## config.mk

```make
export PLATFORM = sky130hd
export DESIGN_NAME = rgb565_pair_to_yuv422_flat
export DESIGN_NICKNAME = d
export VERILOG_FILES = /design/src/rtl/r2y_pkg.sv /design/src/rtl/r2y_pix_if.sv /design/src/rtl/r2y_yuv_if.sv /design/src/rtl/rgb565_pair_to_yuv422.sv /design/src/flat_wrapper.sv
export VERILOG_INCLUDE_DIRS = /design/src /design/src/rtl
export SDC_FILE = /design/constraint.sdc
export NUM_CORES = 1
export LEC_CHECK = 0
export BUFFER_PORTS_ARGS = -buffer_cell sky130_fd_sc_hd__buf_2
export CAP_MARGIN = 20
export CORE_MARGIN = 2
export CORE_UTILIZATION = 35
export DETAILED_ROUTE_END_ITERATION = 10
export GPL_TIMING_DRIVEN = 0
export HOLD_SLACK_MARGIN = 0.08
export PLACE_DENSITY = 0.56
export SLEW_MARGIN = 20
export SYNTH_ARGS = -nofsm -noshare
export SYNTH_HDL_FRONTEND = slang
export SYNTH_SLANG_ARGS = --single-unit
```

## constraint.sdc

```tcl
create_clock -name clk_i -period 6.68 [get_ports clk_i]
set_input_delay 0.668 -clock clk_i [delete_from_list [all_inputs] [get_ports clk_i]]
set_output_delay 0.668 -clock clk_i [all_outputs]
set_load 0.1 [all_outputs]
```

## src/rtl/rgb565_pair_to_yuv422_assert.svh

```systemverilog
// Assertion macros for the RGB565 pair to YUV422 converter.
`ifndef RGB565_PAIR_TO_YUV422_ASSERT_SVH
`define RGB565_PAIR_TO_YUV422_ASSERT_SVH

`ifndef SYNTHESIS
// Checked out of reset only.
`define R2Y_ASSERT(lbl, prop) \
  lbl: assert property (@(posedge clk_i) disable iff (!rst_ni) (prop)) \
    else $error("r2y assertion failed");
// Checked at every edge, reset included.
`define R2Y_ASSERT_ALWAYS(lbl, prop) \
  lbl: assert property (@(posedge clk_i) (prop)) \
    else $error("r2y assertion failed");
`else
`define R2Y_ASSERT(lbl, prop)
`define R2Y_ASSERT_ALWAYS(lbl, prop)
`endif

`endif

```

## src/rtl/r2y_pkg.sv

```systemverilog
// Shared types and constants for the RGB565 pair to YUV422 converter.
package r2y_pkg;

  localparam int unsigned PixW  = 16;
  localparam int unsigned ByteW = 8;
  localparam int unsigned ProdW = 15;  // widest product 129 * 252 fits 15 bits
  localparam int unsigned SumW  = 17;

  typedef logic [PixW-1:0]  pixel_t;
  typedef logic [ByteW-1:0] byte_t;
  typedef logic [ProdW-1:0] prod_w_t;

  // BT.601 studio-range coefficients (magnitudes; signs applied in the sums)
  localparam byte_t C_Y_R = 8'd66;
  localparam byte_t C_Y_G = 8'd129;
  localparam byte_t C_Y_B = 8'd25;
  localparam byte_t C_U_R = 8'd38;
  localparam byte_t C_U_G = 8'd74;
  localparam byte_t C_U_B = 8'd112;
  localparam byte_t C_V_R = 8'd112;
  localparam byte_t C_V_G = 8'd94;
  localparam byte_t C_V_B = 8'd18;
  localparam byte_t C_ROUND = 8'd128;
  localparam byte_t C_Y_OFS = 8'd16;
  localparam byte_t C_C_OFS = 8'd128;

  // Bounds of the converted values over every input pattern
  localparam byte_t Y_MIN = 8'd16;
  localparam byte_t Y_MAX = 8'd231;
  localparam byte_t C_MIN = 8'd18;
  localparam byte_t C_MAX = 8'd237;

  typedef struct packed {
    prod_w_t y_r, y_g, y_b;
    prod_w_t u_r, u_g, u_b;
    prod_w_t v_r, v_g, v_b;
  } prod_t;

  typedef struct packed {
    byte_t y, u, v;
  } yuv_t;

endpackage

```

## src/rtl/r2y_pix_if.sv

```systemverilog
// Input channel: one beat carries a pair of RGB565 pixels.
interface r2y_pix_if
  import r2y_pkg::*;
();
  logic   valid;
  logic   ready;
  pixel_t first_pixel;
  pixel_t second_pixel;

  modport source (output valid, first_pixel, second_pixel, input ready);
  modport sink   (input valid, first_pixel, second_pixel, output ready);
endinterface

```

## src/rtl/r2y_yuv_if.sv

```systemverilog
// Output channel: one beat carries a packed Y0 U Y1 V group.
interface r2y_yuv_if
  import r2y_pkg::*;
();
  logic  valid;
  logic  ready;
  byte_t luma_first;
  byte_t chroma_blue;
  byte_t luma_second;
  byte_t chroma_red;

  modport source (output valid, luma_first, chroma_blue, luma_second, chroma_red,
                  input ready);
  modport sink   (input valid, luma_first, chroma_blue, luma_second, chroma_red,
                  output ready);
endinterface

```

## src/rtl/rgb565_pair_to_yuv422.sv

```systemverilog
// Top level: three-stage RGB565 pair to YUV422 converter.
//
//  channel | dir | payload                                         | handshake
//  pix_i   | in  | first_pixel, second_pixel (RGB565 each)         | valid/ready
//  yuv_o   | out | luma_first, chroma_blue, luma_second, chroma_red | valid/ready
//
// One pixel pair per cycle while the output is not stalled; each beat is registered in every stage.
// Stages: constant products, sums with rounding and offsets, chroma average.
// Each stage holds its beat while the next one is full and stalled; bubbles
// close up, so input is taken while a finished beat waits at the output.
// Reset clears the stage valid bits only.
`include "rgb565_pair_to_yuv422_assert.svh"

module rgb565_pair_to_yuv422
  import r2y_pkg::*;
(
  input  logic    clk_i,
  input  logic    rst_ni,
  r2y_pix_if.sink   pix_i,
  r2y_yuv_if.source yuv_o
);

  function automatic prod_t products(pixel_t px);
    byte_t r, g, b;
    prod_t p;
    r = {px[15:11], 3'b000};
    g = {px[10:5], 2'b00};
    b = {px[4:0], 3'b000};
    p.y_r = ProdW'(r) * ProdW'(C_Y_R);
    p.y_g = ProdW'(g) * ProdW'(C_Y_G);
    p.y_b = ProdW'(b) * ProdW'(C_Y_B);
    p.u_r = ProdW'(r) * ProdW'(C_U_R);
    p.u_g = ProdW'(g) * ProdW'(C_U_G);
    p.u_b = ProdW'(b) * ProdW'(C_U_B);
    p.v_r = ProdW'(r) * ProdW'(C_V_R);
    p.v_g = ProdW'(g) * ProdW'(C_V_G);
    p.v_b = ProdW'(b) * ProdW'(C_V_B);
    return p;
  endfunction

  // Sums in 17-bit two's complement; bits 15..8 are the floored quotient by 256,
  // and every true value fits a byte after the offset, so the adds just wrap.
  function automatic yuv_t finish(prod_t p);
    logic [SumW-1:0] ys, us, vs;
    yuv_t o;
    ys = SumW'(p.y_r) + SumW'(p.y_g) + SumW'(p.y_b) + SumW'(C_ROUND);
    us = SumW'(p.u_b) - SumW'(p.u_r) - SumW'(p.u_g) + SumW'(C_ROUND);
    vs = SumW'(p.v_r) - SumW'(p.v_g) - SumW'(p.v_b) + SumW'(C_ROUND);
    o.y = ys[15:8] + C_Y_OFS;
    o.u = us[15:8] + C_C_OFS;
    o.v = vs[15:8] + C_C_OFS;
    return o;
  endfunction

  logic  s1_valid_q, s2_valid_q, s3_valid_q;
  logic  s1_en, s2_en, s3_en;
  prod_t s1_p0_q, s1_p1_q;
  yuv_t  s2_c0_q, s2_c1_q;
  byte_t s3_y0_q, s3_u_q, s3_y1_q, s3_v_q;
  logic [ByteW:0] u_sum, v_sum;

  assign s3_en = !s3_valid_q || yuv_o.ready;
  assign s2_en = !s2_valid_q || s3_en;
  assign s1_en = !s1_valid_q || s2_en;
  assign pix_i.ready = s1_en;

  always_ff @(posedge clk_i or negedge rst_ni) begin
    if (!rst_ni) begin
      s1_valid_q <= 1'b0;
      s2_valid_q <= 1'b0;
      s3_valid_q <= 1'b0;
    end else begin
      if (s1_en) s1_valid_q <= pix_i.valid;
      if (s2_en) s2_valid_q <= s1_valid_q;
      if (s3_en) s3_valid_q <= s2_valid_q;
    end
  end

  assign u_sum = {1'b0, s2_c0_q.u} + {1'b0, s2_c1_q.u};
  assign v_sum = {1'b0, s2_c0_q.v} + {1'b0, s2_c1_q.v};

  always_ff @(posedge clk_i) begin
    if (s1_en && pix_i.valid) begin
      s1_p0_q <= products(pix_i.first_pixel);
      s1_p1_q <= products(pix_i.second_pixel);
    end
    if (s2_en && s1_valid_q) begin
      s2_c0_q <= finish(s1_p0_q);
      s2_c1_q <= finish(s1_p1_q);
    end
    if (s3_en && s2_valid_q) begin
      s3_y0_q <= s2_c0_q.y;
      s3_y1_q <= s2_c1_q.y;
      s3_u_q  <= u_sum[ByteW:1];
      s3_v_q  <= v_sum[ByteW:1];
    end
  end

  assign yuv_o.valid       = s3_valid_q;
  assign yuv_o.luma_first  = s3_y0_q;
  assign yuv_o.chroma_blue = s3_u_q;
  assign yuv_o.luma_second = s3_y1_q;
  assign yuv_o.chroma_red  = s3_v_q;

  // Input stalls only when every stage holds a beat.
  `R2Y_ASSERT(a_stall_full, !pix_i.ready |-> (s1_valid_q && s2_valid_q && s3_valid_q))
  // A middle beat blocked by the output stays put.
  `R2Y_ASSERT(a_s2_hold, (s2_valid_q && !s3_en) |=> (s2_valid_q && $stable(s2_c0_q)))
  `R2Y_ASSERT(a_luma_range, yuv_o.valid |-> (yuv_o.luma_first >= Y_MIN &&
    yuv_o.luma_first <= Y_MAX && yuv_o.luma_second >= Y_MIN && yuv_o.luma_second <= Y_MAX))
  `R2Y_ASSERT(a_chroma_range, yuv_o.valid |-> (yuv_o.chroma_blue >= C_MIN &&
    yuv_o.chroma_blue <= C_MAX && yuv_o.chroma_red >= C_MIN && yuv_o.chroma_red <= C_MAX))
  `R2Y_ASSERT_ALWAYS(a_reset_empty, !rst_ni |-> !yuv_o.valid)

endmodule
```

## src/flat_wrapper.sv

```systemverilog
// flat-port wrapper written by rule: the top's interface ports become plain ports
module rgb565_pair_to_yuv422_flat import r2y_pkg::*;
  (clk_i, rst_ni, pix_i_valid, pix_i_first_pixel, pix_i_second_pixel, pix_i_ready, yuv_o_valid, yuv_o_luma_first, yuv_o_chroma_blue, yuv_o_luma_second, yuv_o_chroma_red, yuv_o_ready);
  r2y_pix_if pix_i_i ();
  r2y_yuv_if yuv_o_i ();
  input  logic clk_i;
  input  logic rst_ni;
  input wire logic [$bits(pix_i_i.valid)-1:0] pix_i_valid;
  input wire logic [$bits(pix_i_i.first_pixel)-1:0] pix_i_first_pixel;
  input wire logic [$bits(pix_i_i.second_pixel)-1:0] pix_i_second_pixel;
  output wire logic [$bits(pix_i_i.ready)-1:0] pix_i_ready;
  output wire logic [$bits(yuv_o_i.valid)-1:0] yuv_o_valid;
  output wire logic [$bits(yuv_o_i.luma_first)-1:0] yuv_o_luma_first;
  output wire logic [$bits(yuv_o_i.chroma_blue)-1:0] yuv_o_chroma_blue;
  output wire logic [$bits(yuv_o_i.luma_second)-1:0] yuv_o_luma_second;
  output wire logic [$bits(yuv_o_i.chroma_red)-1:0] yuv_o_chroma_red;
  input wire logic [$bits(yuv_o_i.ready)-1:0] yuv_o_ready;
  assign pix_i_i.valid = pix_i_valid;
  assign pix_i_i.first_pixel = pix_i_first_pixel;
  assign pix_i_i.second_pixel = pix_i_second_pixel;
  assign pix_i_ready = pix_i_i.ready;
  assign yuv_o_valid = yuv_o_i.valid;
  assign yuv_o_luma_first = yuv_o_i.luma_first;
  assign yuv_o_chroma_blue = yuv_o_i.chroma_blue;
  assign yuv_o_luma_second = yuv_o_i.luma_second;
  assign yuv_o_chroma_red = yuv_o_i.chroma_red;
  assign yuv_o_i.ready = yuv_o_ready;
  rgb565_pair_to_yuv422 u_core (.clk_i(clk_i), .rst_ni(rst_ni), .pix_i(pix_i_i), .yuv_o(yuv_o_i));
endmodule
```

==> summary.md, run 1 <==
| Metric | Value |
|---|---|
| Status | `finished clean` |
| #FFs+latches synth | `221` |
| HP Class | `in2reg` |
| Overflow after GRT | `0` |
| Synth cell types | `51` |
| Slowest cell delay on critical path | `0.53 ns` |
| Starting density of the core | `35.3%` |
| Worst EP required | `6.99 ns` |
| Synth Area in Simple Gates | `4.39%` |
| Fillcell total | `4,670` |
| Final-report hold violation count | `0` |
| Largest net degree at the start of global routing | `58` |
| First-pass iteration count of the detailed router | `5` |
| H-tree levels | `1` |
| Max-Cap Viols | `0` |
| Post-Route Utilization | `between 30% and 40%` |
| Xor and xnor area share after synthesis | `5.96%` |
| Routed length per instance | `about 15 um` |
| Routability Congestion | `approximately 0.77` |
| Synthesis Warnings | `0` |
| Pwr/cell area | `412 nW/um^2` |
| Register area share after synthesis | `38.5%` |
| Mux cell area share after synthesis | `0.116%` |
| Adder-cell share of the synthesized area | `a little over a third` |
| Die width | `226 um` |
| WHS Path Cells | `2` |
| Vias in the first global route | `10,500` |
| DR iter-0 viols | `412` |
| Fin Hold WS | `0.346 ns` |
| Clk buf depth | `3` |
| Slowest-stage cell, CP | `fa_1` |
| CP bufs+invs | `5` |
| Synthesized area per cell | `~12 um^2` |
| TritonCTS clock tree | `built` |
| TNS Setup | `0 ns` |
| Core footprint | `48,700 um^2` |
| Maximum fanout along the worst path | `7` |
| Area growth syn-to-layout | `12.9%` |
| Clock Latency Late Sink | `between 0.5 and 0.6 ns` |
| Initial antenna violation count | `3` |
| Vias post-DR | `slightly above 10,000` |
| Fin nets | `2,020` |
| Crit Path Class | `in2reg` |
| Mapped Area | `17,200 um^2` |
| Syn nets | `~1,900` |
| Port Buffers | `69` |
| VDD IR max | `172 uV` |
| Slew Limit Fails | `0` |
| RSZ-0062 raised after global routing | `no` |
| Post-Layout Cell Count | `2,238` |
| Crit path depth | `17` |
| Critical path arrival | `4.12 ns` |
| CTS root buf | `clkbuf_16` |
| ANT nets after route | `0` |
| Max Fclk | `262 MHz` |
| Synth Area in Compound Gates | `9.04%` |
| Clock Skew | `0.0172 ns` |
| Die height | `226 um` |
| Diode count | `0` |
| DRC viols | `0` |
| Final setup viols | `0` |
| Leak pwr | `0.00925 uW` |
| DP HPWL | `26,400 um` |
| Largest family of logic cells by synthesized area | `adder cells` |
| Placed instance count | `2,187` |
| Total CTS buffers | `27` |
| Most frequent cells in the layout | `ha_1 (335), inv_1 (284), edfxtp_1 (218)` |
| Clock transition at path regs | `0.06 ns` |
| CP Capture Type | `flop` |
| Final Cycle Share | `57.1%` |
| IO Pins | `70` |
| Post-synthesis cell count | `between 1,000 and 1,500` |
| Std-Cell Rows | `81` |
| Avg Vias per Cell | `approximately 4.5` |
| Final wirelength | `32,900 um` |
| Clock sinks | `221` |
| Worst R2R Path Depth | `14` |
| Startpoint Class | `input pin` |
| GRT Total Usage | `13.4%` |
| Post-CTS resize count | `0` |
| Die ar. | `50,900 um^2` |
| CP cell instances | `buf_2 -> inv_1 -> fa_1 -> inv_1 -> ha_1 -> inv_1 -> fa_1 -> inv_1 -> ha_1 -> nor2b_1 -> o21ai_0 -> a21boi_1 -> o21a_1 -> o21ai_0 -> nand2b_1 -> a21oi_1 -> xnor2_1` |
| Final Critical Period | `3.81 ns` |
| CP delay by family, top | `adder cells` |
| Slew margin rel. | `55.8%` |
| Worst-Margin Slew | `~0.66 ns` |
| First-pass GRT wire length | `roughly 54,000 um` |
| Most common cell after layout, fill and taps aside | `ha_1` |
| CP most frequent cell | `inv_1` |
| Fraction of layout cells with a size suffix above 1 | `8.58%` |
## layout make-up
type / instances / area [um^2] / area share (%)
Clock inverter: 19 / 236 / 1.22
Buffer: 4 / 15.0 / 0.0774
Tap cell: 664 / 831 / 4.28
Sequential cell: 221 / 6620 / 34.1
Inverter: 286 / 1070 / 5.53
Timing Repair Buffer: 74 / 450 / 2.32
Multi-Input combinational cell: 939 / 9480 / 48.9
Clock buffer: 31 / 691 / 3.56
## per-layer routing
layer	part of all wire [%]	GRT usage [%]	vias up
met5	0	0	-
met4	1.7	2.99	0
met3	3.0	1.72	41
met2	47	22.9	100
met1	49	18.1	4830
li1	-	-	5190
## per-stage QoR
stage / power [uW] / setup WS, ns / area, um^2
after global placement: 6470 / 0.499 / 18400
after detailed placement: 6520 / 2.34 / 18500
final: 7990 / 2.87 / 19400
after global routing: 8690 / 2.64 / 19400
after CTS: 8120 / 2.91 / 19400
after floorplan: 5630 / 1.14 / 17200
## state kept, by name, indices dropped and copies added, names as in the netlist
signal / cells
u_core.s1_p0_q: 69
u_core.s1_p1_q: 69
u_core.s2_c0_q: 24
u_core.s2_c1_q: 24
u_core.yuv_o.chroma_blue: 8
u_core.yuv_o.chroma_red: 8
u_core.yuv_o.luma_first: 8
u_core.yuv_o.luma_second: 8
u_core.s1_valid_q: 1
u_core.s2_valid_q: 1
u_core.yuv_o.valid: 1
## repair_timing
item	4_1_cts	5_1_grt
hold buffers	1	0
buffers inserted	0	0
endpoints found under the hold margin	3	0
## power by group
part	switching, uW	leakage, uW	internal [uW]	total, uW
registers	134	0.00214	2190	2330
clock network	617	0.000438	907	1520
logic	2530	0.00667	1610	4140
## final timing paths
check                                              start                                     to  slack [ns]
max                                 pix_i_first_pixel[8]           u_core.s1_p0_q[29]$_DFFE_PP_        2.87
min                                          pix_i_valid          u_core.s1_valid_q$_DFFE_PN0N_        0.35
max reg2reg                u_core.s1_p0_q[118]$_DFFE_PP_           u_core.s2_c0_q[22]$_DFFE_PP_        3.20
min reg2reg                 u_core.s2_c1_q[19]$_DFFE_PP_  u_core.yuv_o.luma_second[3]$_DFFE_PP_        0.42
max in group asynchronous                         rst_ni          u_core.s1_valid_q$_DFFE_PN0N_        6.12
min in group asynchronous                         rst_ni         u_core.yuv_o.valid$_DFFE_PN0P_        0.46
## kinds of logic (layout without fill, tap and decap cells)
| kind of cell | Yosys count | after routing |
|---|---|---|
| fa+ha+maj | 432 | 432 |
| buf+inv | 290 | 414 |
| compound gates | 242 | 242 |
| flops | 221 | 221 |
| simple gates | 146 | 146 |
| xor+xnor | 117 | 117 |
| mux | 2 | 2 |
## cells in the mapped netlist, drive strengths merged
master / n / area [um^2]
a31oi: 5 / 31.3
o41a: 1 / 11.3
a311oi: 2 / 17.5
a21o: 54 / 405
nand2b: 15 / 93.8
a21oi: 85 / 440
o2111ai: 1 / 8.76
a41oi: 4 / 35.0
clkbuf: 4 / 15.0
nand2: 32 / 120
o21bai: 20 / 150
or3: 6 / 42.5
o311ai: 1 / 8.76
nor3: 9 / 45.0
a31o: 7 / 61.3
o21ai: 40 / 200
nand3b: 2 / 15.0
xor2: 31 / 272
edfxtp: 218 / 6550
maj3: 1 / 11.3
a21boi: 3 / 22.5
nor2b: 19 / 119
inv: 286 / 1070
ha: 335 / 4190
o211ai: 1 / 7.51
nand3: 14 / 70.1
xnor2: 86 / 753
nor2: 29 / 109
a2111oi: 1 / 8.76
o31a: 3 / 35.0
or4: 1 / 7.51
mux2i: 2 / 20.0
nand4: 3 / 18.8
nor3b: 1 / 7.51
and2: 9 / 56.3
nor4: 4 / 37.5
fa: 96 / 1920
o21a: 9 / 67.6
dfrtp: 3 / 75.1
o31ai: 3 / 22.5
and3: 2 / 12.5
a41o: 2 / 20.0
Note: power is estimated with default switching activity, not from simulation.
==> run 2, diff against run 1 <==
--- a/config.mk
+++ b/config.mk
@@ -6,6 +6,7 @@
 export SDC_FILE = /design/constraint.sdc
 export NUM_CORES = 1
 export LEC_CHECK = 0
+export ABC_AREA = 1
 export BUFFER_PORTS_ARGS = -buffer_cell sky130_fd_sc_hd__buf_2
 export CAP_MARGIN = 20
 export CORE_MARGIN = 2
==> constraint.sdc (replaced) <==
create_clock -name clk_i -period 3.7 [get_ports clk_i]
set_input_delay 0.37 -clock clk_i [delete_from_list [all_inputs] [get_ports clk_i]]
set_output_delay 0.37 -clock clk_i [all_outputs]
set_load 0.1 [all_outputs]
==> run 2 against run 1 <==
Net effect: cell count increased by 10%; combinational power increased by 100%; largest power group unchanged; synthesized area increased by 3.2%; wire length increased by 4.6%; non-clock buffer count unchanged; sequential cell count unchanged.
==> summary.md, run 2 <==
| Metric | Value |
|---|---|
| Clock transition at path regs | `0.07 ns (about the same)` |
| Placed instance count | `2,421 (+11%)` |
| Synthesized area per cell | `10.6 um^2 (-11%)` |
| H-tree levels | `1 (unchanged)` |
| Clock Latency Late Sink | `0.55 ns (about the same)` |
| HP Class | `in2reg` |
| DR iter-0 viols | `590 (+43%)` |
| Post-CTS resize count | `0 (unchanged)` |
| Final Cycle Share | `81.9%` |
| Routability Congestion | `0.814 (+5.5%)` |
| Fin nets | `2,247 (+11%)` |
| Register area share after synthesis | `37.3% (-1.2 points)` |
| Reg2Reg Setup Slack | `0.67 ns (-2.53 ns)` |
| CTS root buf | `clkbuf_16` |
| Overflow after GRT | `0 (unchanged)` |
| WL met2 | `16,100 um (+4.7%)` |
| Synthesis Warnings | `0 (unchanged)` |
| Largest net degree at the start of global routing | `34 (-41%)` |
| Worst setup endpoint | `u_core.s2_c0_q[22]$_DFFE_PP_` |
| Top post-synthesis cells by area | `edfxtp_1 (37%), ha_1 (24%), fa_1 (11%), inv_1 (7.6%), nand2_1 (4.1%)` |
| Clk buf depth | `3 (unchanged)` |
| Synth top area share | `36.9% (-1.2 points)` |
| Die height | `229 um (+1.6%)` |
| Most frequent cells in the layout | `inv_1 (359), ha_1 (335), edfxtp_1 (218)` |
| Avg Vias per Cell | `4.57 (+0.60%)` |
| Slew Limit Fails | `0 (unchanged)` |
| Mapped Area | `17,700 um^2 (+3.2%)` |
| Diode count | `0 (unchanged)` |
| RSZ-0062 raised after global routing | `no` |
| Starting density of the core | `35.4% (+0.16 points)` |
| Pre-CTS WS | `0.192 ns (-2.15 ns)` |
| IO Pins | `70 (unchanged)` |
| First-pass iteration count of the detailed router | `5 (unchanged)` |
| DP HPWL | `28,000 um (+6.2%)` |
| Worst-Margin Slew | `0.705 ns (+0.0425 ns)` |
| Largest area contributor in the netlist | `edfxtp_1` |
| Final wirelength | `34,400 um (+4.6%)` |
| CP Launch Point | `u_core.s1_p0_q[96]$_DFFE_PP_` |
| M1 WL | `16,500 um (+3.1%)` |
| Routed length per instance | `13.9 um (-5.1%)` |
| Post-synthesis cell count | `1,674 (+15%)` |
| Die ar. | `52,500 um^2 (+3.1%)` |
| Switching Fraction | `44.1% (+3.1 points)` |
| CP Capture Type | `flop` |
| Most common cell after layout, fill and taps aside | `inv_1` |
| Worst R2R Path Depth | `14 (unchanged)` |
| Crit Reg-Reg Endpoint | `u_core.s2_c0_q[22]$_DFFE_PP_` |
| Total CTS buffers | `26 (-3.7%)` |
| #FFs+latches synth | `221 (unchanged)` |
| Die width | `229 um (+1.6%)` |
| Fraction of layout cells with a size suffix above 1 | `8.85% (+0.28 points)` |
| Area growth syn-to-layout | `12.3%` |
| Clock Skew | `0.0233 ns (+0.00605 ns)` |
| Syn nets | `2,141 (+12%)` |
| Vias in the first global route | `11,600 (+11%)` |
| Clock power frac | `16.4% (-2.7 points)` |
| Max Used Layer | `met4` |
| Final-report hold violation count | `0 (unchanged)` |
| Top-count cell post-synth | `inv_1` |
| GRT Total Usage | `13.7% (+0.25 points)` |
| First-pass GRT wire length | `58,300 um (+8.4%)` |
| Final setup viols | `0 (unchanged)` |
| Initial antenna violation count | `0 (-3)` |
| Status | `finished clean` |
| Synth Flop Type | `edfxtp_1` |
| Max-Cap Viols | `0 (unchanged)` |
| Internal power | `8440 uW (+79%)` |
| Leak pwr | `0.00969 uW (+4.7%)` |
| VDD IR max | `296 uV (+72%)` |
| Worst EP required | `4.00 ns (-2.99 ns)` |
| WL met3 | `1230 um (+24%)` |
| DRC viols | `0 (unchanged)` |
| Synth cell count leaders | `inv_1 (361), ha_1 (335), edfxtp_1 (218), nand2_1 (192), a21oi_1 (107)` |
| Post-Layout Cell Count | `2,468 (+10%)` |
| ANT nets after route | `0 (unchanged)` |
| TritonCTS clock tree | `built` |
| Psw | `6670 uW (+100%)` |
| Pwr/cell area | `758 nW/um^2 (+84%)` |
| Power Total | `15,100 uW (+89%)` |
| Startpoint Class | `flop` |
| Core footprint | `50,100 um^2 (+2.7%)` |
| Reg power frac | `28.8% (-0.3 points)` |
| Synth cell types | `31 (-39%)` |
| Final Critical Period | `3.03 ns` |
| Vias post-DR | `11,300 (+11%)` |
| FF-to-FF Start | `u_core.s1_p0_q[96]$_DFFE_PP_` |
| Setup bufs post-CTS | `0 (unchanged)` |
| Port Buffers | `69 (unchanged)` |
| Slew margin rel. | `52.9% (-2.9 points)` |
| Worst setup slack after layout | `0.670 ns (-2.20 ns)` |
| Crit Path Class | `reg2reg` |
| Max Fclk | `roughly 330 MHz` |
| Fillcell total | `4,962 (+6.3%)` |
| Std-Cell Rows | `82 (+1.2%)` |
| Clock sinks | `221 (unchanged)` |
| Largest registers | `u_core.s1_p0_q x69, u_core.s1_p1_q x69` |
| EDFF count, synth | `218 (unchanged)` |
| Combinational Power Share | `54.8% (+3.0 points)` |
| Critical path arrival | `3.33 ns (-0.79 ns)` |
| Fraction of registers with async set/reset | `1.36% (unchanged)` |
| Maximum fanout along the worst path | `3 (-4)` |
run 2: cell count changes in the layout (fill, tap and decap cells not counted), sizes merged, moves of 11 or more:
cell,before,now
nand2,32,215
nand2b,15,0
nand3,14,41
xnor2,86,35
o21ai,40,54
nand4,3,19
o21bai,20,9
a21o,54,7
inv,288,361
nor2,29,61
a21oi,85,108
xor2,31,81
nor2b,19,0
run 2: per-layer routing:
| layer | track usage (%) | vias to the layer above |
|---|---|---|
| met2 | 23.1 | 124 |
| met1 | 18.4 | 5338 |
| li1 | - | 5776 |
| met5 | 0 | - |
| met3 | 1.88 | 35 |
| met4 | 3.45 | 0 |
run 2: cell families (layout without fill, tap and decap cells):
group / Yosys count / in the layout / share of synthesized area (%)
xor+xnor: 116 / 116 / 5.73
buf+inv: 362 / 484 / 7.66
compound gates: 206 / 206 / 6.67
fa+ha+maj: 431 / 431 / 34.5
flops: 221 / 221 / 37.3
simple gates: 338 / 338 / 8.14
run 2: final cells by class:
type | count | area (um^2) | share of cell area (%)
sequential | 221 | 6630 | 33.2
tap | 672 | 841 | 4.22
clock buffer | 29 | 683 | 3.43
multi-input combinational | 1091 | 9780 | 49.1
clock inverter | 15 | 131 | 0.659
inverter | 362 | 1360 | 6.84
timing repair buffer | 78 | 503 | 2.52
run 2: what timing repair did:
action | 4_1_cts | 5_1_grt
endpoints found under the hold margin | 5 | 0
hold buffers | 3 | 0
endpoints found under the setup margin | 0 | 0
run 2: how the worst min path moves through the flow:
stage,start,end,slack (ns),cells after the start
2_1_floorplan,rst_ni,u_core.s1_valid_q$_DFFE_PN0N_,0.07,0
3_3_place_gp,rst_ni,u_core.yuv_o.valid$_DFFE_PN0P_,0.16,1
3_5_place_dp,rst_ni,u_core.yuv_o.valid$_DFFE_PN0P_,0.17,1
4_1_cts,rst_ni,u_core.yuv_o.valid$_DFFE_PN0P_,0.11,2
5_1_grt,pix_i_first_pixel[5],u_core.s1_p0_q[114]$_DFFE_PP_,0.14,1
6_report,pix_i_second_pixel[0],u_core.s1_p1_q[93]$_DFFE_PP_,0.12,1
run 2: per-stage QoR:
stage	cell area (um^2)	hold WS (ns)	util [%]	TNS [ns]
after CTS	19900	0.112	39.8	0
final	19900	0.122	39.8	0
after detailed placement	19100	0.168	38.1	0
after global placement	18900	0.165	37.8	-92.97
after floorplan	17800	0.0744	-	0
after global routing	19900	0.135	39.8	0
run 2: critical path, stage by stage, from the launching register on:
cell and delay (ns):
edfxtp_1 0.46, inv_1 0.10, fa_1 0.54, inv_1 0.04, ha_1 0.28, ha_1 0.31, nand3_1 0.10, o21bai_2 0.21
nand2_1 0.09, nand2_2 0.09, nand2_2 0.07, nand3_1 0.08, nand2_2 0.06, ha_1 0.18, xor2_1 0.15
run 2: power by group through the flow:
stage / registers (uW) / clock network, uW / logic [uW]
2_1_floorplan: 5450 / 0 / 5440
3_3_place_gp: 4430 / 0 / 8180
3_5_place_dp: 4410 / 0 / 8310
4_1_cts: 4370 / 2580 / 8390
5_1_grt: 4420 / 2670 / 9440
6_report: 4350 / 2480 / 8280
==> run 3, diff against run 2 <==
--- a/config.mk
+++ b/config.mk
@@ -14,7 +14,7 @@
 export DETAILED_ROUTE_END_ITERATION = 10
 export GPL_TIMING_DRIVEN = 0
 export HOLD_SLACK_MARGIN = 0.08
-export PLACE_DENSITY = 0.56
+export PLACE_DENSITY = 0.58
 export SLEW_MARGIN = 20
 export SYNTH_ARGS = -nofsm -noshare
 export SYNTH_HDL_FRONTEND = slang
==> constraint.sdc (replaced) <==
create_clock -name clk_i -period 2.51 [get_ports clk_i]
set_input_delay 0.251 -clock clk_i [delete_from_list [all_inputs] [get_ports clk_i]]
set_output_delay 0.251 -clock clk_i [all_outputs]
set_load 0.1 [all_outputs]
==> run 3 against run 2 <==
Net effect: register-to-register slack got worse by 0.88 ns; worst setup slack worse by 0.88 ns; the flow now finishes with violations (setup timing); clock skew fell by 0.011 ns.
==> summary.md, run 3 (synthesis results as in run 2) <==
| Metric | Value |
|---|---|
| Clock transition at path regs | `0.06 ns (about the same)` |
| Post-Route Utilization | `44.5% (+4.7 points)` |
| Avg Vias per Cell | `4.64 (+1.6%)` |
| DP HPWL | `28,400 um (+1.3%)` |
| Fin Hold WS | `0.0843 ns (-0.0376 ns)` |
| Max-Cap Viols | `0 (unchanged)` |
| Leak pwr | `0.0102 uW (+5.5%)` |
| IO Pins | `70 (unchanged)` |
| Crit Path Class | `reg2reg` |
| Worst EP required | `2.80 ns (-1.20 ns)` |
| Routed length per instance | `14.5 um (+3.9%)` |
| Fillcell total | `4,690 (-5.5%)` |
| Pwr/cell area | `1160 nW/um^2 (+54%)` |
| DR iter-0 viols | `489 (-17%)` |
| TritonCTS clock tree | `built` |
| Std-Cell Rows | `82 (unchanged)` |
| TNS Setup | `-1.59 ns (-1.59 ns)` |
| HP Class | `in2reg` |
| Routability Congestion | `0.834 (+2.5%)` |
| RSZ-0062 raised after global routing | `yes` |
| Final Cycle Share | `108% (+26 points)` |
| ANT nets after route | `0 (unchanged)` |
| Slew Limit Fails | `0 (unchanged)` |
| CP Capture Type | `flop` |
| Area growth syn-to-layout | `25.7%` |
| Largest net degree at the start of global routing | `36 (+5.9%)` |
| Placed instance count | `2,421 (unchanged)` |
| Overflow after GRT | `0 (unchanged)` |
| Most common cell after layout, fill and taps aside | `inv_1` |
| Area occupied by multi-input gates | `11,300 um^2 (+16%)` |
| Post-Layout Cell Count | `2,550 (+3.3%)` |
| Final-report hold violation count | `0 (unchanged)` |
| Largest registers | `u_core.s1_p0_q x69, u_core.s1_p1_q x69` |
| Die ar. | `52,500 um^2 (unchanged)` |
| Core footprint | `50,100 um^2 (unchanged)` |
| Vias in the first global route | `12,200 (+5.7%)` |
| Final setup viols | `15 (+15)` |
| VDD IR max | `699 uV (+140%)` |
| Die width | `229 um (unchanged)` |
| Fraction of layout cells with a size suffix above 1 | `24.1% (+15 points)` |
| Power Total | `26,000 uW (+72%)` |
| Vias post-DR | `11,800 (+4.9%)` |
| Maximum fanout along the worst path | `4 (+1)` |
| Startpoint Class | `flop` |
| CTS root buf | `clkbuf_16` |
| Initial antenna violation count | `0 (unchanged)` |
| Diode count | `0 (unchanged)` |
| Port Buffers | `69 (unchanged)` |
| Worst setup slack after layout | `-0.205 ns (-0.875 ns)` |
| Die height | `229 um (unchanged)` |
| H-tree levels | `1 (unchanged)` |
| First-pass GRT wire length | `60,500 um (+3.8%)` |
| Starting density of the core | `35.4% (unchanged)` |
| Most frequent cells in the layout | `inv_1 (321), ha_1 (262), edfxtp_1 (218)` |
| Final wirelength | `36,900 um (+7.3%)` |
| Final Critical Period | `2.72 ns (-0.315 ns)` |
| Clock Latency Late Sink | `0.55 ns (about the same)` |
| First-pass iteration count of the detailed router | `5 (unchanged)` |
| Clk buf depth | `3 (unchanged)` |
| Failing checks | `setup timing` |
| Status | `finished with violations` |
| DRC viols | `0 (unchanged)` |
| Clock Skew | `0.0118 ns (-0.0114 ns)` |
| Clock sinks | `221 (unchanged)` |
| Fin nets | `2,324 (+3.4%)` |
| Slew margin rel. | `50.7% (-2.2 points)` |
| Max Fclk | `368 MHz (+12%)` |
| Worst-Margin Slew | `0.738 ns (+0.0325 ns)` |
| Critical path arrival | `3.01 ns (-0.32 ns)` |
| GRT Total Usage | `14.1% (+0.43 points)` |
| Sequential Area | `6630 um^2 (unchanged)` |
| Total CTS buffers | `27 (+3.8%)` |
==> run 3: layer usage <==
metal / routed length [um] / part of all wire (%) / track usage (%)
met2: 18200 / 49 / 24.6
met3: 1340 / 3.6 / 2.15
met4: 765 / 2.1 / 3.67
met1: 16600 / 45 / 18.2
met5: 0 / 0 / 0
==> run 3: report_power, final <==
group	total, uW	internal (uW)	switching, uW	leakage (uW)
registers	6410	6030	384	0.00215
logic	15600	6320	9290	0.00764
clock network	3930	2380	1560	0.000439
==> run 3: worst paths after layout <==
check / slack [ns] / startpoint / depth (start not counted) / to
max: -0.21 / u_core.s1_p0_q[116]$_DFFE_PP_ / 13 / u_core.s2_c0_q[22]$_DFFE_PP_
min: 0.08 / pix_i_second_pixel[10] / 2 / u_core.s1_p1_q[73]$_DFFE_PP_
max reg2reg: -0.21 / u_core.s1_p0_q[116]$_DFFE_PP_ / 13 / u_core.s2_c0_q[22]$_DFFE_PP_
min reg2reg: 0.42 / u_core.s2_c0_q[19]$_DFFE_PP_ / 0 / u_core.yuv_o.luma_first[3]$_DFFE_PP_
max in group asynchronous: 1.74 / rst_ni / 3 / u_core.yuv_o.valid$_DFFE_PN0P_
min in group asynchronous: 0.59 / rst_ni / 3 / u_core.yuv_o.valid$_DFFE_PN0P_
==> run 3: worst max-delay path: stages (launching register included) <==
cell and delay (ns):
edfxtp_1 0.38, inv_1 0.07, fa_1 0.50, inv_1 0.04, ha_1 0.32, ha_4 0.30
nand2_2 0.07, nor2_1 0.10, nor2_1 0.07, buf_4 0.13, nand3_2 0.07, nand2_2 0.10
ha_4 0.17, xor2_1 0.13
==> run 3: final cells by class <==
type / count / share of cell area, %
clock inverter: 20 / 0.932
tap: 672 / 3.77
inverter: 362 / 6.23
multi-input combinational: 1091 / 50.7
clock buffer: 30 / 3.08
sequential: 221 / 29.7
timing repair buffer: 154 / 5.51
==> run 3: metrics by stage <==
| step | cell area [um^2] | setup slack (ns) |
|---|---|---|
| global route | 22300 | -0.337 |
| CTS | 21300 | -0.202 |
| floorplan | 18100 | -1.07 |
| global placement | 19300 | -1.72 |
| finish | 22300 | -0.205 |
| detailed placement | 19400 | -0.675 |
==> run 3: repair_timing <==
| item | in CTS | in global routing |
|---|---|---|
| hold buffers | 26 | 0 |
| pin swaps | 55 | 100 |
| cloned | 0 | 0 |
| buffers inserted | 30 | 25 |
| endpoints found under the setup margin | 39 | 48 |
| gates resized for setup | 93 | 185 |
| endpoints found under the hold margin | 27 | 0 |
